[config.mk]
export PLATFORM = sky130hd
export DESIGN_NAME = ahot_scan_unit
export DESIGN_NICKNAME = d
export VERILOG_FILES = /design/src/hdl/ahot_pkg.sv /design/src/hdl/ahot_scan_unit.sv
export SDC_FILE = /design/constraint.sdc
export NUM_CORES = 1
export LEC_CHECK = 0
export BUFFER_PORTS_ARGS = -buffer_cell sky130_fd_sc_hd__buf_2
export CAP_MARGIN = 20
export CORE_AREA = 3 3 224 226
export DETAILED_ROUTE_END_ITERATION = 16
export DIE_AREA = 0 0 227 229
export SETUP_SLACK_MARGIN = 0.4
export SYNTH_ARGS = -nofsm -noshare
export SYNTH_HDL_FRONTEND = slang
export SYNTH_SLANG_ARGS = --single-unit
[constraint.sdc]
create_clock -name i_clk -period 14.2 [get_ports i_clk]
set_input_delay 2.13 -clock i_clk [delete_from_list [all_inputs] [get_ports i_clk]]
set_output_delay 2.13 -clock i_clk [all_outputs]
set_load 0.02 [all_outputs]
[src/hdl/ahot_pkg.sv]
// Shared types and constants for the action hit ordinal table.
// Used by ahot_table_mem, ahot_scan_unit and action_hit_ordinal_table.
// No dependencies.
package ahot_pkg;

    localparam int DEFAULT_TABLE_ENTRIES = 256;

    localparam int KIND_W    = 2;
    localparam int SUBJECT_W = 64;
    localparam int GEN_W     = 32;
    localparam int EPOCH_W   = 32;
    localparam int ACTION_W  = 64;
    localparam int COUNT_W   = 13;
    localparam int STAMP_W   = 64;
    localparam int ORD_W     = 12;

    localparam logic [COUNT_W-1:0] COUNT_LIMIT = COUNT_W'(4096);
    localparam logic [COUNT_W-1:0] ORDINAL_MAX = COUNT_W'(4095);

    typedef struct packed {
        logic [KIND_W-1:0]    kind;
        logic [SUBJECT_W-1:0] subject;
        logic [GEN_W-1:0]     generation;
        logic [EPOCH_W-1:0]   map_epoch;
        logic [ACTION_W-1:0]  action;
        logic [EPOCH_W-1:0]   action_epoch;
    } t_key;

    typedef struct packed {
        t_key                 key;
        logic [COUNT_W-1:0]   count;
        logic [STAMP_W-1:0]   stamp;
    } t_entry;

    // Control from the sequencer to the scan unit.
    typedef struct packed {
        logic clear;
        logic cmp_valid;
    } t_scan_ctl;

    // Result of a completed scan.
    typedef struct packed {
        logic               hit;
        logic [COUNT_W-1:0] hit_count;
    } t_scan_stat;

endpackage

[src/hdl/ahot_scan_unit.sv]
// Shared compare unit: checks one table entry per cycle for a key match and
// tracks the entry with the smallest use stamp. Depends on ahot_pkg.
module ahot_scan_unit
    import ahot_pkg::*;
#(
    parameter int IDX_W = 8
) (
    input  logic             i_clk,
    input  logic             i_rst_n,
    input  t_scan_ctl        i_ctl,
    input  logic [IDX_W-1:0] i_cmp_idx,
    input  t_key             i_key,
    input  t_entry           i_entry,
    output t_scan_stat       o_stat,
    output logic [IDX_W-1:0] o_hit_idx,
    output logic [IDX_W-1:0] o_min_idx
);

    logic               r_hit;
    logic               r_min_found;
    logic [IDX_W-1:0]   r_hit_idx;
    logic [COUNT_W-1:0] r_hit_count;
    logic [IDX_W-1:0]   r_min_idx;
    logic [STAMP_W-1:0] r_min_stamp;

    logic key_match;
    logic older;

    assign key_match = (i_entry.key == i_key);
    // Strictly older only, so the lowest index wins among equal stamps.
    assign older     = !r_min_found || (i_entry.stamp < r_min_stamp);

    always_ff @(posedge i_clk) begin
        if (!i_rst_n) begin
            r_hit       <= 1'b0;
            r_min_found <= 1'b0;
        end else if (i_ctl.clear) begin
            r_hit       <= 1'b0;
            r_min_found <= 1'b0;
        end else if (i_ctl.cmp_valid) begin
            if (key_match) begin
                r_hit <= 1'b1;
            end
            r_min_found <= 1'b1;
        end
    end

    always_ff @(posedge i_clk) begin
        if (i_ctl.cmp_valid && !i_ctl.clear) begin
            if (key_match && !r_hit) begin
                r_hit_idx   <= i_cmp_idx;
                r_hit_count <= i_entry.count;
            end
            if (older) begin
                r_min_idx   <= i_cmp_idx;
                r_min_stamp <= i_entry.stamp;
            end
        end
    end

    assign o_stat.hit       = r_hit;
    assign o_stat.hit_count = r_hit_count;
    assign o_hit_idx        = r_hit_idx;
    assign o_min_idx        = r_min_idx;

endmodule

==> results.tsv, run 1 <==
metric	value	unit
ys_ff_latch	95	
num-nets-final	1856	
synth_area_leader_cell	edfxtp_1	
ir_drop	57.6	µV
wl_per_cell	19.5	µm
reg2reg_from	r_min_stamp[11]	
wl_met1	15100	µm
setup_slack	9.43	ns
cap_violations	0	
grt_max_degree	73	
portBuffers	570	
synth-async-reset-ratio	0	%
vias	7269	
wl_met2	17900	µm
relSlewSlack	33.6	%
final_util	22.9	%
startpoint_type	input pin	
final.setup.tns	0	ns
drt_pass1_iterations	4	
powerDensity	69.4	nW/µm²
ys_seq_area_share	39.8	%
ctsHoldBuffers	0	
avgViaCountPerCell	3.85	
grt_antenna_before_repair	28	
cp.arrival	4.75	ns
hold_path_class	reg -> reg	
synth_edf_count	93	
multi_input_area	3960	µm²
hold_depth	2	
cp-end-kind	flip-flop	
leakagePower	5.16	nW
synthTopCellsByArea	edfxtp_1, xnor2_1, ha_1, nand4_1, inv_1	
cp-startpoint	i_entry[11]	
rr_worst_depth	9	
tightest_slew	0.996	ns
die_x	227	µm
num_io_pins	571	
place.gp.congestion	0.967	
rsz0062_at_grt	false	
clock_latency	0.37	ns
fin_crit_sh	33.6	%
core	48500	µm²
synth_top_area_share	39.2	%
drt-initial-drc-count	217	
slew_violations	0	
register_area	2830	µm²
yosysUniqueCellTypes	39	
finalHoldViolCount	0	
synth_flop_cell	edfxtp_1	
ant_nets	0	
cts_resized	0	
synth.most_common_cell	xnor2_1	
grt_overflow	0	
totalWireLength	36800	µm
grt_first_pass_wirelength	50900	µm
min_from	r_hit	
min_period	4.77	ns
dpl_cell_area	10800	µm²
syn_area	7120	µm²
clk_path_buf_depth	2	
synth_warnings	0	
drc	0	
areaGrowthSynthToFinish	56.0	%
dpl.hpwl	34000	µm
status	finished clean	
h-tree-depth	3	
final_area	11100	µm²
nFillCells	5347	
dr_wl_met3	3090	µm
drive_above_1_share	47.3	%
syn-num-nets	1271	
path_class	in -> reg	
cpPeakStageDelay	0.78	ns
die_y	229	µm
setup_violations	0	
initial_core_util	14.7	%
synthCells	667	
max_freq	0.210	GHz
cts_buffers	9	
synth_common_cells	xnor2_1, edfxtp_1, inv_1	
post-place-ws	8.93	ns
cts_root_buf	clkbuf_16	
post_cts_buffers	0	
crit_slowest_cell	buf_4	
cts_num_sinks	95	
grt_use_total	13.6	%
die_area	52000	µm²
path_max_fanout	72	
top_layer_used	met5	
clk_pin_slew	0.08	ns
avgSynthCellArea	10.7	µm²
clock_skew	0.0123	ns
cts_tree	built	
grt_pass1_vias	7646	
path_cells	buf_2 -> ha_1 -> a21oi_1 -> o21ai_0 -> a221o_1 -> o311ai_1 -> a31oi_1 -> nor3_2 -> buf_4	
rows	81	
crit_required	14.18	ns
[cell families after synthesis]
logic type      share of synthesized area, %
xor+xnor                                23.4
simple gates                            12.7
flops                                   39.8
buf+inv                                 4.75
compound gates                          8.30
fa+ha+maj                               11.1
[final timing paths]
kind | end | slack (ns)
min | r_hit | 0.51
max | o_min_idx[6] | 9.43
max reg2reg | o_min_idx[6] | 10.94
min reg2reg | r_hit | 0.51
[state kept, by name (all words and copies together) (netlist names)]
name	cells
r_min_stamp	64
r_hit	1
r_min_found	1
o_hit_idx	8
r_hit_count	13
o_min_idx	8
[area by class of cell]
type / instances / share of cell area [%]
Multi-Input combinational cell: 483 / 35.7
Timing Repair Buffer: 575 / 26.1
Sequential cell: 95 / 25.5
Tap cell: 622 / 7.01
Inverter: 88 / 2.98
Clock buffer: 9 / 2.03
Clock inverter: 7 / 0.586
Antenna cell: 7 / 0.158
[routing by layer]
| metal | vias to the layer above | global-route usage, % |
|---|---|---|
| met2 | 312 | 23.5 |
| li1 | 3575 | - |
| met4 | 12 | 2.71 |
| met3 | 61 | 4.78 |
| met5 | - | 0 |
| met1 | 3309 | 16.4 |
[power by group]
part	switching (mW)	internal (mW)	total [mW]	leakage (nW)
registers	0.00239	0.319	0.321	0.879
clock network	0.119	0.122	0.242	0.137
logic	0.0954	0.112	0.207	4.15
[stage by stage]
| step | hold slack, ns | total power [mW] | std cells |
|---|---|---|---|
| 2_1_floorplan | 0.458 | 0.418 | 667 |
| 3_3_place_gp | 0.497 | 0.532 | 1861 |
| 3_5_place_dp | 0.502 | 0.536 | 1862 |
| 4_1_cts | 0.514 | 0.788 | 1878 |
| 5_1_grt | 0.544 | 0.818 | 1883 |
| 6_report | 0.510 | 0.770 | 1886 |
[layout by cell type, fill, tap and decap left out, types with 3 or more instances in the layout]
cell type  instances
diode_2            7
o21ai_0            6
edfxtp_1          93
ha_1              63
a21o_1            21
nor4_1            23
nor2_1             6
nand4_1           55
xor2_1            36
a21oi_1           18
inv_1             87
nand2_1            9
xnor2_1          154
nand2b_1           8
buf_4              3
clkbuf_16          9
a2111oi_0          4
nor2b_1           27
buf_2            570
o22ai_1           10
nand3_1            8
a2111o_1           8
[worst max-delay path: cells and delay by family]
family / cells / cell delay, ns
compound gates: 5 / 1.20
fa+ha+maj: 1 / 0.31
buf+inv: 2 / 0.88
simple gates: 1 / 0.18
No activity file was read; power rests on OpenSTA's default activity.
==> inputs of run 2 (changes only) <==
- ABC_AREA: not set -> 1
- clock period: 14.2 -> 4.1 ns (I/O delays scaled with it)
==> results.tsv, run 2 <==
metric	value	unit	change
min_period	2.87	ns	
synth_compound_area_share	2.93	%	was 8.30%
cts_resized	0		unchanged
hold_path_class	in -> reg		was reg -> reg
synthCells	1314		was 667
synth_top_area_share	32.8	%	was 39.2%
synth_xor_area_share	8.75	%	was 23.4%
synth_area_leader_cell	edfxtp_1		unchanged
ir_drop	148	µV	was 57.6 µV
ys_seq_area_share	33.3	%	was 39.8%
rr_worst_depth	14		was 9
grt_max_degree	73		unchanged
finalHoldViolCount	0		unchanged
max_freq	0.348	GHz	
vias	9423		was 7269
num-nets-final	2500		was 1856
reg2reg_to	r_min_stamp[10]		was o_min_idx[6]
yosysUniqueCellTypes	20		was 39
grt_antenna_before_repair	35		was 28
place.gp.congestion	0.891		was 0.967
reg_top3	r_min_stamp (64), r_hit_count (13)		unchanged
rows	81		unchanged
portBuffers	570		unchanged
areaGrowthSynthToFinish	47.1	%	was 56.0%
final_area	12500	µm²	was 11100 µm²
synthTopCellsByArea	edfxtp_1, nand2_1, inv_1, nor2_1, ha_1		was edfxtp_1, xnor2_1, ha_1, nand4_1, inv_1
clock_skew	0.0105	ns	was 0.0123 ns
grt_pass1_vias	8816		was 7646
dpl_cell_area	12200	µm²	was 10800 µm²
powerDensity	219	nW/µm²	was 69.4 nW/µm²
initial_core_util	17.5	%	was 14.7%
path_max_fanout	12		was 72
regMostFlops	r_min_stamp		unchanged
clk_pin_slew	0.07	ns	was 0.08 ns
largest_register_ffs	64		unchanged
drt-initial-drc-count	399		was 217
cap_violations	0		unchanged
wl_per_cell	13.7	µm	was 19.5 µm
die_y	229	µm	unchanged
synth_top_family_by_area	simple AND/OR/NAND/NOR gates		was XOR/XNOR gates
drive_above_1_share	31.3	%	was 47.3%
grt_use_total	12.6	%	was 13.6%
yosys.area_share.simple	32.8	%	was 12.7%
synth_flop_cell	edfxtp_1		unchanged
ant_nets	0		unchanged
path_class	in -> reg		unchanged
clock_latency	0.35	ns	was 0.37 ns
mostFrequentLayoutCells	buf_2, nand2_1, inv_1, nor2_1, edfxtp_1		was buf_2, xnor2_1, edfxtp_1, inv_1, ha_1
ctsHoldBuffers	0		unchanged
synth.most_common_cell	nand2_1		was xnor2_1
cts_buffers	9		unchanged
ys_ff_latch	95		unchanged
tightest_slew	0.575	ns	was 0.996 ns
drc	0		unchanged
num_io_pins	571		unchanged
startpoint_type	input pin		unchanged
relSlewSlack	61.5	%	was 33.6%
reg2reg_from	r_min_stamp[5]		was r_min_stamp[11]
die_area	52000	µm²	unchanged
core	48500	µm²	unchanged
cp-end-kind	flip-flop		unchanged
synthAdderAreaFrac	9.27	%	was 11.1%
synth_edf_count	93		unchanged
synth_warnings	0		unchanged
cp.arrival	2.91	ns	was 4.75 ns
totalWireLength	34600	µm	was 36800 µm
die_x	227	µm	unchanged
muxShareOfSynthArea	0	%	unchanged
cts_tree	built		unchanged
slew_violations	0		unchanged
crit_end	r_hit_count[4]		was o_min_idx[6]
h-tree-depth	3		unchanged
status	finished clean		unchanged
clk_path_buf_depth	2		unchanged
setup_violations	0		unchanged
mostFrequentLayoutCell	buf_2		unchanged
cts_root_buf	clkbuf_16		unchanged
fin_crit_sh	70.1	%	
syn_area	8510	µm²	was 7120 µm²
grt_overflow	0		unchanged
r2r_slack	1.65	ns	was 10.94 ns
avgSynthCellArea	6.47	µm²	was 10.7 µm²
post_cts_buffers	0		unchanged
final.setup.tns	0	ns	unchanged
syn-num-nets	1918		was 1271
rsz0062_at_grt	false		unchanged
cp-startpoint	i_entry[197]		was i_entry[11]
crit_required	4.14	ns	was 14.18 ns
synth-async-reset-ratio	0	%	unchanged
avgViaCountPerCell	3.72		was 3.85
dpl.hpwl	31700	µm	was 34000 µm
synth_common_cells	nand2_1, inv_1, nor2_1		was xnor2_1, edfxtp_1, inv_1
leakagePower	7.30	nW	was 5.16 nW
drt_pass1_iterations	5		was 4
grt_first_pass_wirelength	49000	µm	was 50900 µm
cts_num_sinks	95		unchanged
[run 2: cell types whose count changed after synthesis, moves of 8 or more]
cell / change
nand2_1: +426
nand2b_1: -8
o22ai_1: -10
nand4_1: -51
inv_1: +205
a21oi_1: +14
a2111o_1: -8
xnor2_1: -102
a21o_1: -21
nor2_1: +266
nor2b_1: -27
nor4_1: -23
[run 2: logic make-up (layout without fill, tap and decap cells)]
logic type | Yosys count | in the layout
XOR/XNOR | 85 | 85
AND/OR/NAND/NOR | 730 | 730
AO/OA/AOI/OAI | 48 | 48
buffers and inverters | 293 | 880
other | 0 | 13
adder cells (fa/ha/maj) | 63 | 63
flip-flops | 95 | 95
[run 2: worst min path at each step]
stage	startpoint	endpoint	slack, ns	depth (start not counted)
after detailed placement	r_hit	r_hit	0.51	2
after floorplan	r_hit	r_hit	0.46	2
after CTS	i_entry[66]	r_hit_count[2]	0.42	1
final	i_entry[66]	r_hit_count[2]	0.44	1
after global routing	i_entry[71]	r_hit_count[7]	0.42	1
after global placement	r_hit	r_hit	0.50	2
[run 2: where the power goes]
part           leakage, nW  switching (mW)  internal [mW]
sequential           0.879         0.00740           1.10
combinational         6.27           0.389          0.378
clock                0.150           0.377          0.481
[run 2: worst max-delay path: stages]
cell	delay [ns]
buf_2	0.09
inv_1	0.03
nand2_1	0.04
nand2_1	0.09
nor2_1	0.12
nand2_1	0.06
nor2_1	0.32
nand2_1	0.19
nor2_1	0.13
nand2_1	0.06
nor2_2	0.24
nand2_1	0.14
nor3_4	0.47
buf_4	0.32
[run 2: metrics by stage]
step | cells | total power [mW] | setup slack, ns | util (%) | hold slack [ns]
6_report | 2536 | 2.74 | 1.23 | 25.8 | 0.437
5_1_grt | 2534 | 2.92 | 0.949 | 25.8 | 0.420
4_1_cts | 2523 | 2.78 | 1.16 | 25.7 | 0.421
3_5_place_dp | 2507 | 1.91 | 0.793 | 25.1 | 0.507
3_3_place_gp | 2507 | 1.89 | 0.812 | 25.1 | 0.504
2_1_floorplan | 1314 | 1.50 | 0.900 | - | 0.465
[run 2: area by class of cell]
cell class | instances | area, µm²
clock inverter | 7 | 76.3
clock buffer | 9 | 225
multi-input combinational | 926 | 4590
timing repair buffer | 572 | 2880
inverter | 292 | 1100
antenna | 13 | 32.5
tap | 622 | 778
fill | 5518 | 36000
sequential | 95 | 2830
[run 2: per-layer routing]
metal	vias to the layer above	part of all wire [%]	global-route usage [%]
met5	-	0.42	0
met4	22	4.1	5.65
met3	90	9.1	4.38
met2	367	50	22.9
met1	3877	36	12.9
li1	5067	-	-
==> inputs of run 3 (changes only) <==
- clock period: 4.1 -> 2.85 ns (I/O delays scaled with it)
==> results.tsv, run 3 (synthesized netlist as in run 2, its figures left out) <==
metric	value	unit	change
cts_tree	built		unchanged
max_freq	0.432	GHz	
largest_register_ffs	64		unchanged
num-nets-final	2506		was 2500
grt_max_degree	38		was 73
fin_crit_sh	81.2	%	
cp-end-kind	flip-flop		unchanged
slew_violations	0		unchanged
mostFrequentLayoutCells	buf_2, nand2_1, inv_1, nor2_1, edfxtp_1		unchanged
wl_per_cell	14.2	µm	was 13.7 µm
cts_buffers	9		unchanged
cts_root_buf	clkbuf_16		unchanged
die_y	229	µm	unchanged
cp.arrival	2.35	ns	was 2.91 ns
hold_path_class	in -> reg		unchanged
num_io_pins	571		unchanged
mostFrequentLayoutCell	buf_2		unchanged
cap_violations	0		unchanged
powerDensity	310	nW/µm²	was 219 nW/µm²
vias	9430		was 9423
crit_required	2.89	ns	was 4.14 ns
place.gp.congestion	0.914		was 0.891
post-place-ws	0.128	ns	was 0.793 ns
clock_latency	0.34	ns	was 0.35 ns
min_period	2.31	ns	
drc	0		unchanged
status	finished clean		unchanged
drt-initial-drc-count	315		was 399
dpl_cell_area	12400	µm²	was 12200 µm²
final_area	12800	µm²	was 12500 µm²
holdWs	0.253	ns	was 0.437 ns
ir_drop	220	µV	was 148 µV
cts_num_sinks	95		unchanged
path_class	in -> reg		unchanged
core	48500	µm²	unchanged
final.setup.tns	0	ns	unchanged
dpl.hpwl	32900	µm	was 31700 µm
clk_pin_slew	0.07	ns	about the same
grt_antenna_before_repair	44		was 35
grt_use_total	13.0	%	was 12.6%
die_x	227	µm	unchanged
avgViaCountPerCell	3.70		was 3.72
startpoint_type	input pin		unchanged
relSlewSlack	70.2	%	was 61.5%
initial_core_util	17.5	%	unchanged
areaGrowthSynthToFinish	50.6	%	was 47.1%
finalHoldViolCount	0		unchanged
reg_top3	r_min_stamp (64), r_hit_count (13)		unchanged
drive_above_1_share	32.4	%	was 31.3%
die_area	52000	µm²	unchanged
clk_path_buf_depth	2		unchanged
setup_slack	0.536	ns	was 1.23 ns
grt_first_pass_wirelength	50100	µm	was 49000 µm
finalPower	3.98	mW	was 2.74 mW
leakagePower	7.35	nW	was 7.30 nW
ctsHoldBuffers	0		unchanged
rows	81		unchanged
rsz0062_at_grt	true		was false
path_max_fanout	21		was 12
grt_pass1_vias	8709		was 8816
totalWireLength	36100	µm	was 34600 µm
drt_pass1_iterations	5		unchanged
regMostFlops	r_min_stamp		unchanged
grt_overflow	0		unchanged
clock_skew	0.0122	ns	was 0.0105 ns
ant_nets	0		unchanged
setup_violations	0		unchanged
h-tree-depth	3		unchanged
tightest_slew	0.446	ns	was 0.575 ns
portBuffers	570		unchanged
==> run 3: cell count changes in the layout (fill, tap and decap cells not counted), sizes merged <==
cell / change
clkbuf: +4
clkinv: -1
buf: +4
diode: +7
inv: -2
clkinvlp: +1
==> run 3: final timing paths <==
| check | startpoint | to | slack [ns] | depth (start not counted) |
|---|---|---|---|---|
| setup reg to reg | r_min_stamp[21] | r_min_stamp[53] | 0.59 | 13 |
| hold reg to reg | r_min_found | r_min_found | 0.53 | 2 |
| setup / recovery | i_key[124] | o_hit_idx[1] | 0.54 | 13 |
| hold / removal | i_entry[74] | r_hit_count[10] | 0.25 | 1 |
==> run 3: layout make-up <==
class | instances | area [µm²]
well taps | 622 | 778
repair buffers | 578 | 3010
inverters | 292 | 1100
diodes | 20 | 50.0
fillers | 5451 | 35700
clock inverters | 5 | 66.3
clock buffers | 11 | 233
flip-flops and latches | 95 | 2830
multi-input cells | 926 | 4750
==> run 3: critical path, cell delays in order <==
cell     delay [ns]
buf_2          0.10
nor2_1         0.10
nor2_1         0.06
nor2_1         0.27
nand2_1        0.14
nor2_2         0.27
nand2_1        0.09
nor2_1         0.11
nand2_1        0.07
nor2_2         0.19
nand2_1        0.13
nor3_4         0.16
buf_12         0.20
==> run 3: metrics by stage <==
stage / cells / util (%)
global placement: 2510 / 25.5
global route: 2542 / 26.3
detailed placement: 2510 / 25.5
CTS: 2526 / 26.1
floorplan: 1314 / -
finish: 2549 / 26.4
==> run 3: where the power goes <==
group / switching (mW) / internal (mW) / leakage, nW / total (mW)
Sequential: 0.0108 / 1.59 / 0.879 / 1.60
Clock: 0.533 / 0.692 / 0.142 / 1.23
Combinational: 0.580 / 0.571 / 6.33 / 1.15
==> run 3: repair_timing <==
| action | CTS | global route |
|---|---|---|
| setup endpoints to repair | 0 | 93 |
| resized for setup | 0 | 5 |
| setup buffers | 0 | 1 |
==> run 3: per-layer routing <==
| metal | wire (µm) | global-route usage, % | part of all wire [%] | vias to the layer above |
|---|---|---|---|---|
| li1 | - | - | - | 5105 |
| met3 | 2900 | 3.95 | 8.0 | 74 |
| met1 | 13400 | 13.9 | 37 | 3884 |
| met5 | 128 | 0 | 0.35 | - |
| met2 | 18500 | 23.7 | 51 | 349 |
| met4 | 1160 | 5.53 | 3.2 | 18 |
